**config.mk**
```make
export PLATFORM = sky130hd
export DESIGN_NAME = line_follower_steering_top_flat
export DESIGN_NICKNAME = d
export VERILOG_FILES = /design/src/rtl/lfs_pkg.sv /design/src/rtl/lfs_in_if.sv /design/src/rtl/lfs_out_if.sv /design/src/rtl/lfs_calib.sv /design/src/rtl/lfs_steer.sv /design/src/rtl/line_follower_steering_top.sv /design/src/flat_wrapper.sv
export SDC_FILE = /design/constraint.sdc
export NUM_CORES = 1
export LEC_CHECK = 0
export BUFFER_PORTS_ARGS = -buffer_cell sky130_fd_sc_hd__buf_2
export CELL_PAD_IN_SITES_DETAIL_PLACEMENT = 1
export CELL_PAD_IN_SITES_GLOBAL_PLACEMENT = 1
export CORE_MARGIN = 8
export CORE_UTILIZATION = 40
export CTS_BUF_LIST = sky130_fd_sc_hd__clkbuf_4 sky130_fd_sc_hd__clkbuf_8 sky130_fd_sc_hd__clkbuf_16
export DETAILED_ROUTE_END_ITERATION = 8
export GPL_ROUTABILITY_DRIVEN = 1
export PLACE_DENSITY = 0.67
export SETUP_SLACK_MARGIN = 0.4
export SYNTH_ARGS = -nofsm -noshare
export SYNTH_HDL_FRONTEND = slang
export SYNTH_SLANG_ARGS = --single-unit
export TNS_END_PERCENT = 100
```
**constraint.sdc**
```tcl
create_clock -name clk -period 10.2 [get_ports clk]
set_clock_uncertainty 0.15 [all_clocks]
set_input_delay 1.02 -clock clk [delete_from_list [all_inputs] [get_ports clk]]
set_output_delay 1.02 -clock clk [all_outputs]
set_load 0.01 [all_outputs]
```
**src/rtl/lfs_pkg.sv**
```systemverilog
package lfs_pkg;

	localparam int SENSOR_COUNT = 5;
	localparam int CH_W         = 3;
	localparam int SAMPLE_W     = 8;
	localparam int STEER_W      = 3;

	// commands
	localparam logic [1:0] CMD_CAL   = 2'd0;
	localparam logic [1:0] CMD_FINAL = 2'd1;
	localparam logic [1:0] CMD_RUN   = 2'd2;

	// steering codes
	localparam logic [STEER_W-1:0] STEER_LEFT       = 3'd0;
	localparam logic [STEER_W-1:0] STEER_HARD_LEFT  = 3'd1;
	localparam logic [STEER_W-1:0] STEER_FORWARD    = 3'd2;
	localparam logic [STEER_W-1:0] STEER_HARD_RIGHT = 3'd3;
	localparam logic [STEER_W-1:0] STEER_RIGHT      = 3'd4;

	localparam logic [CH_W-1:0] LAST_CH = CH_W'(SENSOR_COUNT - 1);

	typedef struct packed {
		logic [1:0]          cmd;
		logic [CH_W-1:0]     channel;
		logic [SAMPLE_W-1:0] sample;
	} in_item_t;

	typedef struct packed {
		logic [STEER_W-1:0]      steer;
		logic [SENSOR_COUNT-1:0] line_pattern;
		logic                    left_pulse;
		logic                    left_reverse;
		logic                    right_pulse;
		logic                    right_reverse;
	} out_item_t;

	// per-item strobes, already qualified by the pipeline advancing
	typedef struct packed {
		logic cal;
		logic fin;
		logic run;
	} ctl_t;

	typedef struct packed {
		logic left_pulse;
		logic left_reverse;
		logic right_pulse;
		logic right_reverse;
	} pins_t;

	typedef struct packed {
		logic               known;
		logic [STEER_W-1:0] steer;
	} class_t;

	function automatic pins_t steer_pins(input logic [STEER_W-1:0] st);
		pins_t p;
		case (st)
			STEER_LEFT:       p = '{1'b0, 1'b0, 1'b1, 1'b0};
			STEER_HARD_LEFT:  p = '{1'b0, 1'b1, 1'b1, 1'b0};
			STEER_FORWARD:    p = '{1'b1, 1'b0, 1'b1, 1'b0};
			STEER_HARD_RIGHT: p = '{1'b1, 1'b0, 1'b0, 1'b1};
			STEER_RIGHT:      p = '{1'b1, 1'b0, 1'b0, 1'b0};
			default:          p = '{1'b1, 1'b0, 1'b1, 1'b0};
		endcase
		return p;
	endfunction

	function automatic class_t classify(input logic [SENSOR_COUNT-1:0] pat);
		class_t c;
		case (pat) inside
			5'h04, 5'h0E, 5'h1F: c = '{1'b1, STEER_FORWARD};
			5'h0C, 5'h08:        c = '{1'b1, STEER_LEFT};
			5'h02, 5'h06:        c = '{1'b1, STEER_RIGHT};
			5'h10, 5'h18, 5'h1C: c = '{1'b1, STEER_HARD_LEFT};
			5'h01, 5'h03, 5'h07: c = '{1'b1, STEER_HARD_RIGHT};
			default:             c = '{1'b0, STEER_FORWARD};
		endcase
		return c;
	endfunction

endpackage

```
**src/rtl/lfs_in_if.sv**
```systemverilog
interface lfs_in_if;
	import lfs_pkg::*;

	logic     valid;
	logic     ready;
	in_item_t data;

	modport source (output valid, output data, input ready);
	modport sink (input valid, input data, output ready);
endinterface

```
**src/rtl/lfs_out_if.sv**
```systemverilog
interface lfs_out_if;
	import lfs_pkg::*;

	logic      valid;
	logic      ready;
	out_item_t data;

	modport source (output valid, output data, input ready);
	modport sink (input valid, input data, output ready);
endinterface

```
**src/rtl/lfs_calib.sv**
```systemverilog
module lfs_calib (
	input  logic                          clk,
	input  logic                          arst_n,
	input  lfs_pkg::ctl_t                 ctl,
	input  logic [lfs_pkg::CH_W-1:0]      channel,
	input  logic [lfs_pkg::SAMPLE_W-1:0]  sample,
	output logic                          hit
);
	import lfs_pkg::*;

	logic [SAMPLE_W-1:0] min_q  [SENSOR_COUNT];
	logic [SAMPLE_W-1:0] max_q  [SENSOR_COUNT];
	logic [SAMPLE_W-1:0] trip_q [SENSOR_COUNT];
	logic [SAMPLE_W-1:0] trip_new [SENSOR_COUNT];
	logic [SAMPLE_W:0]   span [SENSOR_COUNT];
	logic [SAMPLE_W:0]   span_adj [SENSOR_COUNT];
	logic [SAMPLE_W-1:0] trip_sel;

	// trip = min + span/2, span signed, truncated toward zero
	always_comb begin
		for (int i = 0; i < SENSOR_COUNT; i++) begin
			span[i]     = {1'b0, max_q[i]} - {1'b0, min_q[i]};
			span_adj[i] = span[i] + {{SAMPLE_W{1'b0}}, span[i][SAMPLE_W]};
			trip_new[i] = min_q[i] + span_adj[i][SAMPLE_W:1];
		end
	end

	always_comb begin
		trip_sel = '0;
		for (int i = 0; i < SENSOR_COUNT; i++) begin
			if (channel == CH_W'(i)) begin
				trip_sel = trip_q[i];
			end
		end
	end

	assign hit = (sample >= trip_sel);

	always_ff @(posedge clk or negedge arst_n) begin
		if (!arst_n) begin
			for (int i = 0; i < SENSOR_COUNT; i++) begin
				min_q[i]  <= '1;
				max_q[i]  <= '0;
				trip_q[i] <= '0;
			end
		end else begin
			for (int i = 0; i < SENSOR_COUNT; i++) begin
				if (ctl.cal && channel == CH_W'(i)) begin
					if (sample < min_q[i]) begin
						min_q[i] <= sample;
					end
					if (sample > max_q[i]) begin
						max_q[i] <= sample;
					end
				end
				if (ctl.fin) begin
					trip_q[i] <= trip_new[i];
				end
			end
		end
	end

endmodule

```
**src/rtl/lfs_steer.sv**
```systemverilog
module lfs_steer (
	input  logic                      clk,
	input  logic                      arst_n,
	input  lfs_pkg::ctl_t             ctl,
	input  logic [lfs_pkg::CH_W-1:0]  channel,
	input  logic                      hit,
	output lfs_pkg::out_item_t        result
);
	import lfs_pkg::*;

	logic [SENSOR_COUNT-1:0] pattern_q;
	logic [SENSOR_COUNT-1:0] pattern_next;
	logic [STEER_W-1:0]      last_steer_q;
	logic [STEER_W-1:0]      steer;
	class_t                  cls;
	pins_t                   pins;

	// channel 0 lands on the MSB
	always_comb begin
		pattern_next = pattern_q;
		for (int i = 0; i < SENSOR_COUNT; i++) begin
			if (channel == CH_W'(i)) begin
				pattern_next[SENSOR_COUNT-1-i] = hit;
			end
		end
	end

	assign cls   = classify(pattern_next);
	assign steer = cls.known ? cls.steer : last_steer_q;
	assign pins  = steer_pins(steer);

	always_comb begin
		result.steer         = steer;
		result.line_pattern  = pattern_next;
		result.left_pulse    = pins.left_pulse;
		result.left_reverse  = pins.left_reverse;
		result.right_pulse   = pins.right_pulse;
		result.right_reverse = pins.right_reverse;
	end

	always_ff @(posedge clk or negedge arst_n) begin
		if (!arst_n) begin
			pattern_q    <= '0;
			last_steer_q <= STEER_FORWARD;
		end else if (ctl.run) begin
			pattern_q <= pattern_next;
			if (channel == LAST_CH && cls.known) begin
				last_steer_q <= cls.steer;
			end
		end
	end

endmodule

```
**src/rtl/line_follower_steering_top.sv**
```systemverilog
// Line follower steering block.
//
// item channel (lfs_in_if): one reflectance sample per item, tagged with a
// command (calibrate, finalize trip points, run) and a sensor channel 0..4.
// Calibration items widen the channel's min/max window; finalize sets every
// trip point to the window midpoint; run items update the line pattern.
// Items for channels above 4 are dropped, except finalize, which ignores
// the channel field.
// result channel (lfs_out_if): one item per run sample of channel 4, with
// the steering code, the 5-bit line pattern and both motors' pin levels.
//
// An accepted item is registered in the input stage, where its state update
// and result are computed; a result, if the item produces one, is then
// registered in the result register, which holds result valid until the
// receiver takes it. Throughput is one item per cycle while no result is held up by a stalled receiver,
// set by the single input stage and single result register.
// Reset clears the windows (min 255, max 0), trip points to 0, the pattern
// to 0 and the remembered direction to forward; both channels come up idle.
// When the receiver stalls with a result pending, an item that would
// produce another result waits in the input stage and ready drops; items
// that produce no result keep flowing through.
module line_follower_steering_top (
	input logic       clk,
	input logic       arst_n,
	lfs_in_if.sink    item,
	lfs_out_if.source result
);
	import lfs_pkg::*;

	// input stage
	logic      valid_s1;
	in_item_t  data_s1;

	// result register
	logic      res_valid_q;
	out_item_t res_q;

	logic      ch_ok;
	logic      emits;
	logic      advance;
	ctl_t      ctl;
	logic      hit;
	out_item_t res_next;

	assign ch_ok = (data_s1.channel < CH_W'(SENSOR_COUNT));
	assign emits = (data_s1.cmd == CMD_RUN) && (data_s1.channel == LAST_CH);

	// stage 1 moves on unless it holds a result-producing item and the
	// result register is still occupied by an untaken result
	assign advance = valid_s1 && (!emits || !res_valid_q || result.ready);

	// state updates commit only when the item leaves stage 1
	always_comb begin
		ctl.cal = advance && (data_s1.cmd == CMD_CAL) && ch_ok;
		ctl.fin = advance && (data_s1.cmd == CMD_FINAL);
		ctl.run = advance && (data_s1.cmd == CMD_RUN) && ch_ok;
	end

	assign item.ready = !valid_s1 || advance;

	lfs_calib u_calib (
		.clk     (clk),
		.arst_n  (arst_n),
		.ctl     (ctl),
		.channel (data_s1.channel),
		.sample  (data_s1.sample),
		.hit     (hit)
	);

	lfs_steer u_steer (
		.clk     (clk),
		.arst_n  (arst_n),
		.ctl     (ctl),
		.channel (data_s1.channel),
		.hit     (hit),
		.result  (res_next)
	);

	always_ff @(posedge clk or negedge arst_n) begin
		if (!arst_n) begin
			valid_s1 <= 1'b0;
		end else if (item.ready) begin
			valid_s1 <= item.valid;
		end
	end

	always_ff @(posedge clk) begin
		if (item.ready && item.valid) begin
			data_s1 <= item.data;
		end
	end

	always_ff @(posedge clk or negedge arst_n) begin
		if (!arst_n) begin
			res_valid_q <= 1'b0;
		end else if (advance && emits) begin
			res_valid_q <= 1'b1;
		end else if (result.ready) begin
			res_valid_q <= 1'b0;
		end
	end

	always_ff @(posedge clk) begin
		if (advance && emits) begin
			res_q <= res_next;
		end
	end

	assign result.valid = res_valid_q;
	assign result.data  = res_q;

	// ready only drops behind a stalled result
	a_ready_cause: assert property (@(posedge clk) disable iff (!arst_n)
		!item.ready |-> (valid_s1 && emits && res_valid_q && !result.ready))
		else $error("input stalled without a pending result");

	// a result-producing item never overwrites an untaken result
	a_no_overwrite: assert property (@(posedge clk) disable iff (!arst_n)
		(res_valid_q && !result.ready) |=> (res_valid_q && $stable(res_q)))
		else $error("pending result lost or changed");

	// pin levels agree with the steering code
	a_pins: assert property (@(posedge clk) disable iff (!arst_n)
		res_valid_q |-> ({res_q.left_pulse, res_q.left_reverse,
			res_q.right_pulse, res_q.right_reverse} == steer_pins(res_q.steer)))
		else $error("motor pins disagree with steer code");

	a_steer_range: assert property (@(posedge clk) disable iff (!arst_n)
		res_valid_q |-> (res_q.steer <= STEER_RIGHT))
		else $error("steer code out of range");

endmodule
```
**src/flat_wrapper.sv**
```systemverilog
// flat-port wrapper written by rule: the top's interface ports become plain ports
module line_follower_steering_top_flat import lfs_pkg::*;
  (clk, arst_n, item_valid, item_data, item_ready, result_valid, result_data, result_ready);
  lfs_in_if item_i ();
  lfs_out_if result_i ();
  input logic clk;
  input logic arst_n;
  input wire logic [$bits(item_i.valid)-1:0] item_valid;
  input wire logic [$bits(item_i.data)-1:0] item_data;
  output wire logic [$bits(item_i.ready)-1:0] item_ready;
  output wire logic [$bits(result_i.valid)-1:0] result_valid;
  output wire logic [$bits(result_i.data)-1:0] result_data;
  input wire logic [$bits(result_i.ready)-1:0] result_ready;
  assign item_i.valid = item_valid;
  assign item_i.data = item_data;
  assign item_ready = item_i.ready;
  assign result_valid = result_i.valid;
  assign result_data = result_i.data;
  assign result_i.ready = result_ready;
  line_follower_steering_top u_core (.clk(clk), .arst_n(arst_n), .item(item_i), .result(result_i));
endmodule
```
After elaboration in Yosys (flattened, before gate mapping). Index checks and enable logic that the tools add are counted.

Flip-flop bits (word level): 155. Word-level logic and storage cells: 137. Output and inout port bits: 14. Input port bits: 17.

$add $sub $neg: 15. Reductions and logical operators: 41. Multiplexer cells: 19. $lt $le $gt $ge: 12. Equal/unequal tests: 22.

Operator list (count): $add 9x1->9 (5); $sub 8x8->9 (5); $add 8x8->8 (5); $gt 8x8->1 (5); $lt 8x8->1 (5); $mux 8 (5); $reduce_and 2->1 (11); $eq 5x5->1 const B (4); $mux 4 (5); $pmux 4 s4 (1); $eq 5x3->1 const B (3); $eq 5x4->1 const B (3); $logic_and 1x1->1 (15); $eq 5x2->1 const B (2); $eq 3x2->1 const B (3); $reduce_or 3->1 (3); $ge 8x8->1 (1); $mux 1 (7); $eq 3x1->1 const B (2); $eq 3x3->1 const B (2); $logic_not 3->1 (2); $eq 5x1->1 const B (1); $reduce_or 2->1 (2); $logic_not 1->1 (3); 7 further kinds (9).

Depth between registers and ports, before layout. Gate-level depths: netlist of the first run.

Word-level depth: 18. Depth in mapped cells: 23.

Hierarchy. A second synthesis of the first run with hierarchy kept.

Cell total of the unflattened synthesis: 1503. Area, all modules: 13664.4 um^2.

By module, submodules not included: lfs_calib (area an instance 11940.2 um^2, instances 1, cells each 1359); line_follower_steering_top (area an instance 929.6 um^2, instances 1, cells each 43); lfs_steer (area an instance 794.5 um^2, instances 1, cells each 101).

Least setup slack after synthesis of the first run. No wires, ideal clock.

Kind: reg2reg. Start: register u_core.u_calib.min_q[32] in the netlist's numbering. End: register u_core.u_calib.trip_q[39] in the netlist's numbering. Stages on the path, launching flop included: 22. Data required time: 9917 ps. Slack: 5681 ps. Data arrival time: 4236 ps. Setup time: 133 ps. Period minus slack after synthesis: 4519 ps. Cell sequence: dfstp_2 -> ha_1 -> inv_1 -> fa_1 -> a21o_1 -> a21oi_2 -> nor2b_1 -> o21a_1 -> o41a_1 -> nor2_1 -> ha_1 -> xor2_1 -> ha_1 -> a21o_1 -> a21oi_1 -> nor2b_1 -> o21a_1 -> o41ai_1 -> xor2_1 -> xnor2_1 -> xnor2_1 -> o21ai_0.

Word-level cells in the longest chain between the ends: 3.

Ends and longest elaborated chain: from (decl) (line lfs_calib.sv:11) `logic [SAMPLE_W-1:0] min_q [SENSOR_COUNT];`; from (signal, indexed assignment) (line lfs_calib.sv:50) `min_q[i] <= sample;`; $sub 8x8->9 (line lfs_calib.sv:22) `span[i] = {1'b0, max_q[i]} - {1'b0, min_q[i]};`; $add 9x1->9 (line lfs_calib.sv:23) `span_adj[i] = span[i] + {{SAMPLE_W{1'b0}}, span[i][SAMPLE_W]};`; $add 8x8->8 * (line lfs_calib.sv:24) `trip_new[i] = min_q[i] + span_adj[i][SAMPLE_W:1];`; to (signal, indexed assignment) (line lfs_calib.sv:57) `trip_q[i] <= trip_new[i];`; to (decl) (line lfs_calib.sv:13) `logic [SAMPLE_W-1:0] trip_q [SENSOR_COUNT];`.

Every way passes the cells marked *; elsewhere a longest branch is shown, timed or not. A chain may end at the register's enable or synchronous reset.

Worst setup path in the final report of the first run.
Start: register u_core.u_calib.min_q[0] in the netlist's numbering. End: register u_core.u_calib.trip_q[7] in the netlist's numbering.

Same word-level chain as after synthesis.

==> results of run 1 <==
==> where the power goes <==
group,internal [mW],switching [mW]
logic,0.633,0.775
clock network,0.347,0.281
registers,0.792,0.113
==> logic make-up after synthesis <==
family,after synthesis
flip-flops,155
AND/OR/NAND/NOR,304
AO/OA/AOI/OAI,275
adder cells (fa/ha/maj),173
buffers and inverters,125
XOR/XNOR,95
multiplexers,67
==> routing by layer <==
metal / vias to the layer above / track usage / routed length [um]
li1: 4313 / - / -
met1: 4353 / 0.229 / 14200
met2: 105 / 0.303 / 14400
met3: 32 / 0.0279 / 708
met4: 0 / 0.0548 / 731
met5: - / 0 / 0
==> final timing paths <==
check,from,endpoint,slack (ns),depth (start not counted)
setup / recovery,u_core.u_calib.min_q[0]$_DFFE_PN1P_,u_core.u_calib.trip_q[7]$_DFFE_PN0P_,5.28,22
hold / removal,u_core.u_calib.trip_q[13]$_DFFE_PN0P_,u_core.u_calib.trip_q[13]$_DFFE_PN0P_,0.33,2
setup reg to reg,u_core.u_calib.min_q[0]$_DFFE_PN1P_,u_core.u_calib.trip_q[7]$_DFFE_PN0P_,5.28,22
hold reg to reg,u_core.u_calib.trip_q[13]$_DFFE_PN0P_,u_core.u_calib.trip_q[13]$_DFFE_PN0P_,0.33,2
max in group asynchronous,arst_n,u_core.u_calib.trip_q[37]$_DFFE_PN0P_,8.19,2
min in group asynchronous,arst_n,u_core.u_calib.max_q[7]$_DFFE_PN0P_,0.48,1
==> Yosys cell counts (21+ instances only) <==
cell	n
ha_1	163
o21ai_0	103
inv_1	95
nand2_1	95
dfrtp_1	89
nor2_1	60
mux2_2	57
a21oi_1	48
xnor2_1	48
xor2_1	45
dfstp_2	41
a21o_1	34
nand3_1	29
nor2b_1	29
edfxtp_1	25
nand2b_1	21
nor3_1	21
==> worst min-delay path, cell delays in order (launching register included) <==
cell and delay, ns:
dfrtp_1 0.34, nand2_1 0.05, o21ai_0 0.06
==> flip-flops by register name (all words and copies together) (netlist names) <==
signal	count
u_core.u_calib.min_q	40
u_core.u_steer.pattern_q	5
u_core.valid_s1	1
u_core.u_steer.last_steer_q	3
u_core.result.valid	1
u_core.u_calib.max_q	40
u_core.data_s1	13
u_core.u_calib.trip_q	40
u_core.result.data	12
==> cell type report <==
cell class | instances | share of cell area
sequential | 155 | 0.312
timing repair buffer | 46 | 0.0213
clock inverter | 14 | 0.0101
clock buffer | 18 | 0.0338
multi-input combinational | 914 | 0.556
inverter | 99 | 0.0290
tap | 390 | 0.0376
==> run_results.csv, run 1 <==
group,metric,value,unit
run_status,status,"complete, no violations",
cells_and_area,fin_util,0.443,
sta,worst_pin_slew,1.18,ns
job,max_cap_violations,0,
logic_synthesis,synthAdderAreaFrac,0.190,
sta,fin_ws,5.28,ns
power_and_ir_drop,finalPower,2.94,mW
place,place_inst,1604,
sta,period_share,0.482,
worst_setup_path,critPathTopFamily,"compound AO/OA/AOI/OAI gates",
worst_setup_path,arrival,5.10,ns
cells_and_area,layout_commonest_cell,"ha_1",
logic_synthesis,synth_compound_area_frac,0.148,
sta,fin_setup_tns,0,ns
sta,fin_crit,4.92,ns
logic_synthesis,ys_seq_elements,155,
logic_synthesis,synth_edf_count,25,
grt,grtUsageTotal,0.178,
logic_synthesis,seq_area_frac_synth,0.345,
clock_tree,htreeDepth,4,
worst_setup_path,critPathCaptureType,"register",
worst_setup_path,start_kind,"register",
sta,fmax,203,MHz
logic_synthesis,syn_area_per_cell,9.86,um^2
cells_and_area,num_antenna_cells,0,
clock_tree,clockBufferDepth,2,
clock_tree,post-cts-setup-buffers,0,
sta,slew_headroom,0.205,
worst_setup_path,crit_required,10.38,ns
cells_and_area,n_fill_cell,3350,
worst_setup_path,path_cells,"ha_1 -> inv_1 -> fa_1 -> a21o_1 -> a21oi_1 -> nor2b_1 -> o31a_1 -> o21ai_1 -> nand2b_1 -> nor2_1 -> ha_1 -> xor2_1 -> ha_1 -> a21o_1 -> a21oi_1 -> o21ai_0 -> o21ai_0 -> nand2b_1 -> a21oi_1 -> xnor3_1 -> xor2_1 -> o21ai_0",
place,dp_slack,5.29,ns
logic_synthesis,netlist.area_leader.share,0.189,
sta,maxSlewViolCount,0,
sta,rsz0062_at_grt,"no",
routing,wl,30000,um
logic_synthesis,synth_simple_gate_area_frac,0.130,
logic_synthesis,synthMuxAreaShare,0.0715,
logic_synthesis,syn_area,11800,um^2
place,place_area,12400,um^2
grt,grt_pass1_vias,9642,
cells_and_area,multi_input_area,7220,um^2
logic_synthesis,synth_top_family_by_area,"adder cells",
logic_synthesis,synth_nets,1384,
worst_setup_path,path_max_fanout,4,
cells_and_area,drive_gt1_frac,0.175,
clock_tree,tritoncts,"done",
place,hpwl,22300,um
worst_setup_path,crit_slowest_cell,"dfstp_2",
routing,wire_per_inst,18.3,um
floorplan,die_x,188,um
grt,grt_pass1_wl,51000,um
cells_and_area,regArea,4060,um^2
logic_synthesis,synth-main-ff-cell,"dfrtp_1",
floorplan,fp.coreArea,29300,um^2
worst_setup_path,slowest_delay,0.56,ns
cells_and_area,fin_cells,1636,
power_and_ir_drop,power.density,227,nW/um^2
grt,overflow,0,
worst_setup_path,crit_buf_inv,1,
cells_and_area,final_cell_mix,"ha_1, o21ai_0, inv_1, nand2_1, dfrtp_1",
logic_synthesis,ys_types,71,
routing,drc,0,
routing,via_per_inst,5.38,
worst_hold_path,hold_path.class,"register to register",
clock_tree,clock_latency,0.43,ns
worst_setup_path,crit_type,"register to register",
power_and_ir_drop,cellLeakagePower,5.74,nW
logic_synthesis,yosys.area_share.xor_xnor,0.0730,
logic_synthesis,synthArstFlopShare,0.839,
floorplan,ioPinCount,31,
clock_tree,holdBufCountCts,0,
routing,drt_iter0_markers,321,
clock_tree,cts_buffers,17,
grt,grt_antenna_before_repair,0,
floorplan,start_util,0.401,
logic_synthesis,yosys_warnings,0,
grt,grt_start_max_net_pins,76,
logic_synthesis,syn_inst,1194,
cells_and_area,syn2layout_area_growth,10.3,%
routing,vias,8803,
place,gp_congestion,0.805,
sta,hold_viol,0,
cells_and_area,fin_nets,1423,
sta,fin_hold_ws,0.334,ns
clock_tree,cts.repair.resized,0,
floorplan,rows,63,
sta,setup_violations,0,
clock_tree,cts_sinks,155,
place,numPortBuffers,30,
floorplan,dieHeight,188,um
clock_tree,cts_root_buf,"clkbuf_16",
logic_synthesis,synth_area_leaders,"dfrtp_1, ha_1, dfstp_2",
routing,ant_nets,0,
clock_tree,clk_pin_slew,0.06,ns
routing,dr.pass1.iters,4,
floorplan,die_area,35200,um^2
cells_and_area,fin_area,13000,um^2
logic_synthesis,synth_top_area_cell,"dfrtp_1",
power_and_ir_drop,irDropWorstVdd,0.000123,V
(Power assumes the default switching activity.)
==> run 2, diff against run 1 <==
PLACE_DENSITY = 0.69   (was 0.67)
clock period = 4.1 ns   (was 10.2 ns; I/O delays follow)
==> run_results.csv, run 2 (synthesized netlist as in run 1, its figures left out) <==
group,metric,value,unit
routing,via_per_inst,5.50,
worst_hold_path,hold_path.class,"primary input to register",
power_and_ir_drop,power_frac_seq,0.246,
worst_setup_path,crit_type,"register to register",
cells_and_area,final_cell_mix,"buf_4, ha_1, nand2_1",
worst_setup_path,r2r_slack,-0.42,ns
clock_tree,htreeDepth,4,
routing,vias,10000,
place,hpwl,24600,um
cells_and_area,fin_nets,1613,
place,place_inst,1702,
clock_tree,cts_root_buf,"clkbuf_16",
grt,use_met1,0.244,
clock_tree,clockBufferDepth,2,
sta,fmax,221,MHz
worst_setup_path,path_max_fanout,2,
worst_setup_path,start_kind,"register",
cells_and_area,layout_commonest_cell,"buf_4",
sta,slew_headroom,0.218,
power_and_ir_drop,power_frac_comb,0.572,
sta,setup_violations,10,
worst_setup_path,r2r_cells,21,
clock_tree,clock_latency,0.45,ns
worst_setup_path,slowest_delay,0.56,ns
power_and_ir_drop,finalPower,9.20,mW
power_and_ir_drop,pwr-share-clk,0.182,
run_status,status,"complete, but fails checks",
worst_setup_path,crit_slowest_cell,"dfstp_2",
routing,wl,38100,um
power_and_ir_drop,power.density,598,nW/um^2
worst_setup_path,r2r-start,"u_core.u_calib.min_q[32]$_DFFE_PN1P_",
power_and_ir_drop,intPower,5.47,mW
power_and_ir_drop,p_sw_frac,0.406,
cells_and_area,drive_gt1_frac,0.364,
sta,fin_ws,-0.415,ns
sta,rsz0062_at_grt,"yes",
floorplan,ioPinCount,31,
grt,busiest_layer,"met2",
place,numPortBuffers,30,
worst_setup_path,crit_path_end,"u_core.u_calib.trip_q[39]$_DFFE_PN0P_",
floorplan,rows,63,
cells_and_area,num_antenna_cells,0,
grt,overflow,0,
worst_setup_path,critPathCaptureType,"register",
cells_and_area,fin_area,15400,um^2
power_and_ir_drop,cellLeakagePower,6.84,nW
clock_tree,tritoncts,"done",
place,dp_slack,-0.351,ns
worst_setup_path,path_cells,"ha_4 -> inv_2 -> fa_2 -> a21o_1 -> a21oi_2 -> nor2b_1 -> o21a_1 -> o41a_1 -> nor2_1 -> ha_2 -> xor2_2 -> ha_1 -> a21o_1 -> a21oi_2 -> nor2b_1 -> o21a_1 -> o41ai_2 -> xor2_1 -> xnor2_1 -> xnor2_1 -> o21ai_1",
place,gp_congestion,0.818,
job,max_cap_violations,0,
worst_setup_path,crit_required,4.25,ns
grt,use_met2,0.379,
floorplan,fp.coreArea,29300,um^2
routing,ant_nets,0,
routing,drt_iter0_markers,437,
sta,period_share,1.10,
floorplan,die_x,188,um
sta,fin_hold_ws,0.00776,ns
run_status,violations,"setup timing",
worst_setup_path,cp-startpoint,"u_core.u_calib.min_q[32]$_DFFE_PN1P_",
floorplan,die_area,35200,um^2
grt,grt_pass1_wl,58500,um
place,place_area,13400,um^2
routing,dr.pass1.iters,5,
routing,wire_per_inst,20.9,um
cells_and_area,syn2layout_area_growth,30.7,%
sta,fin_crit,4.52,ns
cells_and_area,fin_util,0.524,
sta,maxSlewViolCount,0,
routing,drc,0,
cells_and_area,fin_cells,1826,
floorplan,dieHeight,188,um
worst_setup_path,arrival,4.66,ns
clock_tree,clk_pin_slew,0.08,ns
sta,worst_pin_slew,1.16,ns
worst_setup_path,timing.rr.end,"u_core.u_calib.trip_q[39]$_DFFE_PN0P_",
grt,grt_antenna_before_repair,0,
grt,grt_start_max_net_pins,83,
clock_tree,cts_buffers,17,
grt,grt_pass1_vias,10900,
grt,use_met3,0.0280,
sta,hold_viol,0,
worst_hold_path,min_from,"item_data[7]",
floorplan,start_util,0.401,
power_and_ir_drop,p_switching,3.73,mW
grt,grtUsageTotal,0.207,
cells_and_area,biggestRegsByFlops,"u_core.u_calib.max_q (40), u_core.u_calib.min_q (40), u_core.u_calib.trip_q (40)",
power_and_ir_drop,irDropWorstVdd,0.000395,V
clock_tree,cts_sinks,155,
sta,fin_setup_tns,-1.72,ns
run 2: power groups by stage:
stage / Sequential [mW] / Combinational (mW) / Clock (mW)
floorplan: 2.15 / 2.89 / 0
global placement: 2.25 / 3.99 / 0
detailed placement: 2.26 / 4.15 / 0
CTS: 2.24 / 4.66 / 1.70
global route: 2.30 / 5.75 / 1.75
finish: 2.26 / 5.27 / 1.67
run 2: layer usage:
| layer | vias to the layer above | wire length (um) |
|---|---|---|
| li1 | 4686 | - |
| met1 | 5075 | 16100 |
| met2 | 194 | 19900 |
| met3 | 79 | 973 |
| met4 | 0 | 1210 |
| met5 | - | 0 |
run 2: layout make-up:
type | instances | area (um^2)
fillers | 3209 | 13900
clock buffers | 17 | 425
flip-flops and latches | 155 | 4060
inverters | 99 | 384
repair buffers | 236 | 1860
well taps | 390 | 488
multi-input cells | 914 | 7990
clock inverters | 15 | 171
run 2: how the worst min path moves through the flow:
stage / end / cells past startpoint
2_1_floorplan: u_core.result.valid$_DFFE_PN0P_ / 0
3_3_place_gp: u_core.u_calib.trip_q[26]$_DFFE_PN0P_ / 2
3_5_place_dp: u_core.u_calib.trip_q[11]$_DFFE_PN0P_ / 2
4_1_cts: u_core.data_s1[4]$_DFFE_PP_ / 1
5_1_grt: u_core.data_s1[7]$_DFFE_PP_ / 1
6_report: u_core.data_s1[7]$_DFFE_PP_ / 1
run 2: repair_timing:
action / in CTS / in global routing
hold buffers: 10 / 0
pin swaps: 50 / 46
hold endpoints to repair: 65 / 0
gates cloned: 2 / 0
gates resized for setup: 58 / 68
setup buffers: 52 / 28
endpoints found under the setup margin: 29 / 41
run 2: worst max-delay path, delay by kind of cell (launching register included):
kind | cells | cell delay [ns]
AO/OA/AOI/OAI | 9 | 1.71
XOR/XNOR | 4 | 0.70
flip-flops | 1 | 0.56
buffers and inverters | 1 | 0.03
AND/OR/NAND/NOR | 3 | 0.26
adder cells (fa/ha/maj) | 4 | 0.96
==> run 3, diff against run 2 <==
HOLD_SLACK_MARGIN = 0.02   (was unset)
==> run_results.csv, run 3 (synthesized netlist as in run 1, its figures left out) <==
group,metric,value,unit
run_status,status,"complete, but fails checks",
run_status,violations,"setup timing",
sta,fin_ws,-0.422,ns
cells_and_area,num_antenna_cells,0,
power_and_ir_drop,cellLeakagePower,6.86,nW
clock_tree,cts_buffers,17,
power_and_ir_drop,p_switching,3.74,mW
grt,grt_antenna_before_repair,0,
clock_tree,htreeDepth,4,
grt,use_met2,0.381,
worst_setup_path,crit_required,4.25,ns
worst_hold_path,hold_path.class,"primary input to register",
power_and_ir_drop,p_sw_frac,0.406,
cells_and_area,final_cell_mix,"buf_4, ha_1, nand2_1",
routing,drt_iter0_markers,450,
worst_setup_path,arrival,4.67,ns
floorplan,fp.coreArea,29300,um^2
floorplan,ioPinCount,31,
place,place_inst,1702,
power_and_ir_drop,pwr-share-clk,0.181,
sta,slew_headroom,0.219,
cells_and_area,n_fill_cell,3212,
floorplan,rows,63,
cells_and_area,drive_gt1_frac,0.363,
cells_and_area,fin_util,0.526,
clock_tree,clk_pin_slew,0.07,ns
routing,dr.pass1.iters,4,
floorplan,die_x,188,um
place,hpwl,24600,um
grt,busiest_layer,"met2",
sta,fin_crit,4.52,ns
power_and_ir_drop,power.density,597,nW/um^2
cells_and_area,biggestRegsByFlops,"u_core.u_calib.max_q (40), u_core.u_calib.min_q (40), u_core.u_calib.trip_q (40)",
place,gp_congestion,0.818,
power_and_ir_drop,power_frac_seq,0.246,
worst_setup_path,critPathCaptureType,"register",
power_and_ir_drop,power_frac_comb,0.573,
cells_and_area,syn2layout_area_growth,31.1,%
power_and_ir_drop,irDropWorstVdd,0.000393,V
cells_and_area,layout_commonest_cell,"buf_4",
cells_and_area,fin_cells,1831,
routing,vias,10000,
floorplan,start_util,0.401,
sta,fmax,221,MHz
routing,wire_per_inst,20.9,um
routing,wl,38200,um
worst_setup_path,path_cells,"ha_4 -> inv_2 -> fa_2 -> a21o_1 -> a21oi_2 -> nor2b_1 -> o21a_1 -> o41a_1 -> nor2_1 -> ha_2 -> xor2_2 -> ha_1 -> a21o_1 -> a21oi_2 -> nor2b_1 -> o21a_1 -> o41ai_2 -> xor2_1 -> xnor2_1 -> xnor2_1 -> o21ai_1",
worst_setup_path,path_max_fanout,2,
worst_setup_path,start_kind,"register",
sta,rsz0062_at_grt,"yes",
power_and_ir_drop,intPower,5.47,mW
clock_tree,clockBufferDepth,2,
grt,grt_pass1_wl,58700,um
sta,maxSlewViolCount,0,
routing,drc,0,
cells_and_area,fin_nets,1618,
worst_setup_path,crit_slowest_cell,"dfstp_2",
clock_tree,clock_latency,0.45,ns
grt,overflow,0,
worst_setup_path,crit_type,"register to register",
routing,ant_nets,0,
sta,period_share,1.10,
floorplan,dieHeight,188,um
job,max_cap_violations,0,
place,numPortBuffers,30,
clock_tree,cts_root_buf,"clkbuf_16",
routing,via_per_inst,5.47,
worst_setup_path,slowest_delay,0.56,ns
sta,worst_pin_slew,1.16,ns
sta,setup_violations,10,
grt,grt_start_max_net_pins,83,
grt,grtUsageTotal,0.208,
clock_tree,cts_sinks,155,
floorplan,die_area,35200,um^2
sta,hold_viol,0,
grt,use_met3,0.0279,
grt,use_met1,0.244,
grt,grt_pass1_vias,10900,
clock_tree,tritoncts,"done",
==> run 3: metal layers <==
layer | part of all wire | up-vias
met5 | 0 | -
met4 | 0.030 | 0
met2 | 0.52 | 177
met3 | 0.024 | 79
met1 | 0.42 | 5069
li1 | - | 4695
==> run 3: worst max-delay path, delay by kind of cell, from the launching register on <==
family / cells / cell delay [ns]
AO/OA/AOI/OAI: 9 / 1.72
XOR/XNOR: 4 / 0.70
adder cells (fa/ha/maj): 4 / 0.96
buffers and inverters: 1 / 0.03
flip-flops: 1 / 0.56
AND/OR/NAND/NOR: 3 / 0.26
==> run 3: path summary, 6_finish.rpt <==
kind	start	to	slack (ns)	cells after the start
max	u_core.u_calib.min_q[32]$_DFFE_PN1P_	u_core.u_calib.trip_q[39]$_DFFE_PN0P_	-0.42	21
min	result_ready	u_core.result.valid$_DFFE_PN0P_	0.21	3
max reg2reg	u_core.u_calib.min_q[32]$_DFFE_PN1P_	u_core.u_calib.trip_q[39]$_DFFE_PN0P_	-0.42	21
min reg2reg	u_core.u_calib.trip_q[11]$_DFFE_PN0P_	u_core.u_calib.trip_q[11]$_DFFE_PN0P_	0.33	2
max in group asynchronous	arst_n	u_core.u_calib.min_q[11]$_DFFE_PN1P_	2.34	3
min in group asynchronous	arst_n	u_core.u_calib.max_q[3]$_DFFE_PN0P_	0.45	2
==> run 3: layout make-up <==
cell class	count	area [um^2]	share of cell area
Clock buffer	17	425	0.0276
Clock inverter	15	171	0.0111
Inverter	99	384	0.0249
Multi-Input combinational cell	914	7990	0.518
Sequential cell	155	4060	0.263
Tap cell	390	488	0.0316
Timing Repair Buffer	241	1910	0.124
==> run 3: repair_timing <==
action / CTS / global route
buffers inserted: 52 / 28
resized for setup: 58 / 68
hold endpoints to repair: 70 / 0
hold buffers: 15 / 0
endpoints found under the setup margin: 29 / 41
cloned: 2 / 0
pin swaps: 50 / 46
==> run 3: power groups by stage <==
stage               combinational [mW]  sequential [mW]  clock, mW
floorplan                         2.89             2.15          0
global placement                  3.99             2.25          0
detailed placement                4.15             2.26          0
CTS                               4.66             2.24       1.70
global route                      5.75             2.30       1.75
finish                            5.28             2.27       1.67
==> run 3: per-stage QoR <==
step | TNS (ns) | power, mW | worst slack (ns) | hold slack [ns] | area (um^2)
6_report | -1.76 | 9.21 | -0.422 | 0.207 | 15400
2_1_floorplan | -0.264 | 5.05 | -0.214 | -0.0356 | 12000
4_1_cts | -1.15 | 8.60 | -0.346 | 0.177 | 14900
3_5_place_dp | -1.41 | 6.41 | -0.351 | 0.318 | 13400
3_3_place_gp | -0.570 | 6.24 | -0.247 | 0.310 | 13400
5_1_grt | -4.60 | 9.81 | -0.605 | 0.212 | 15400
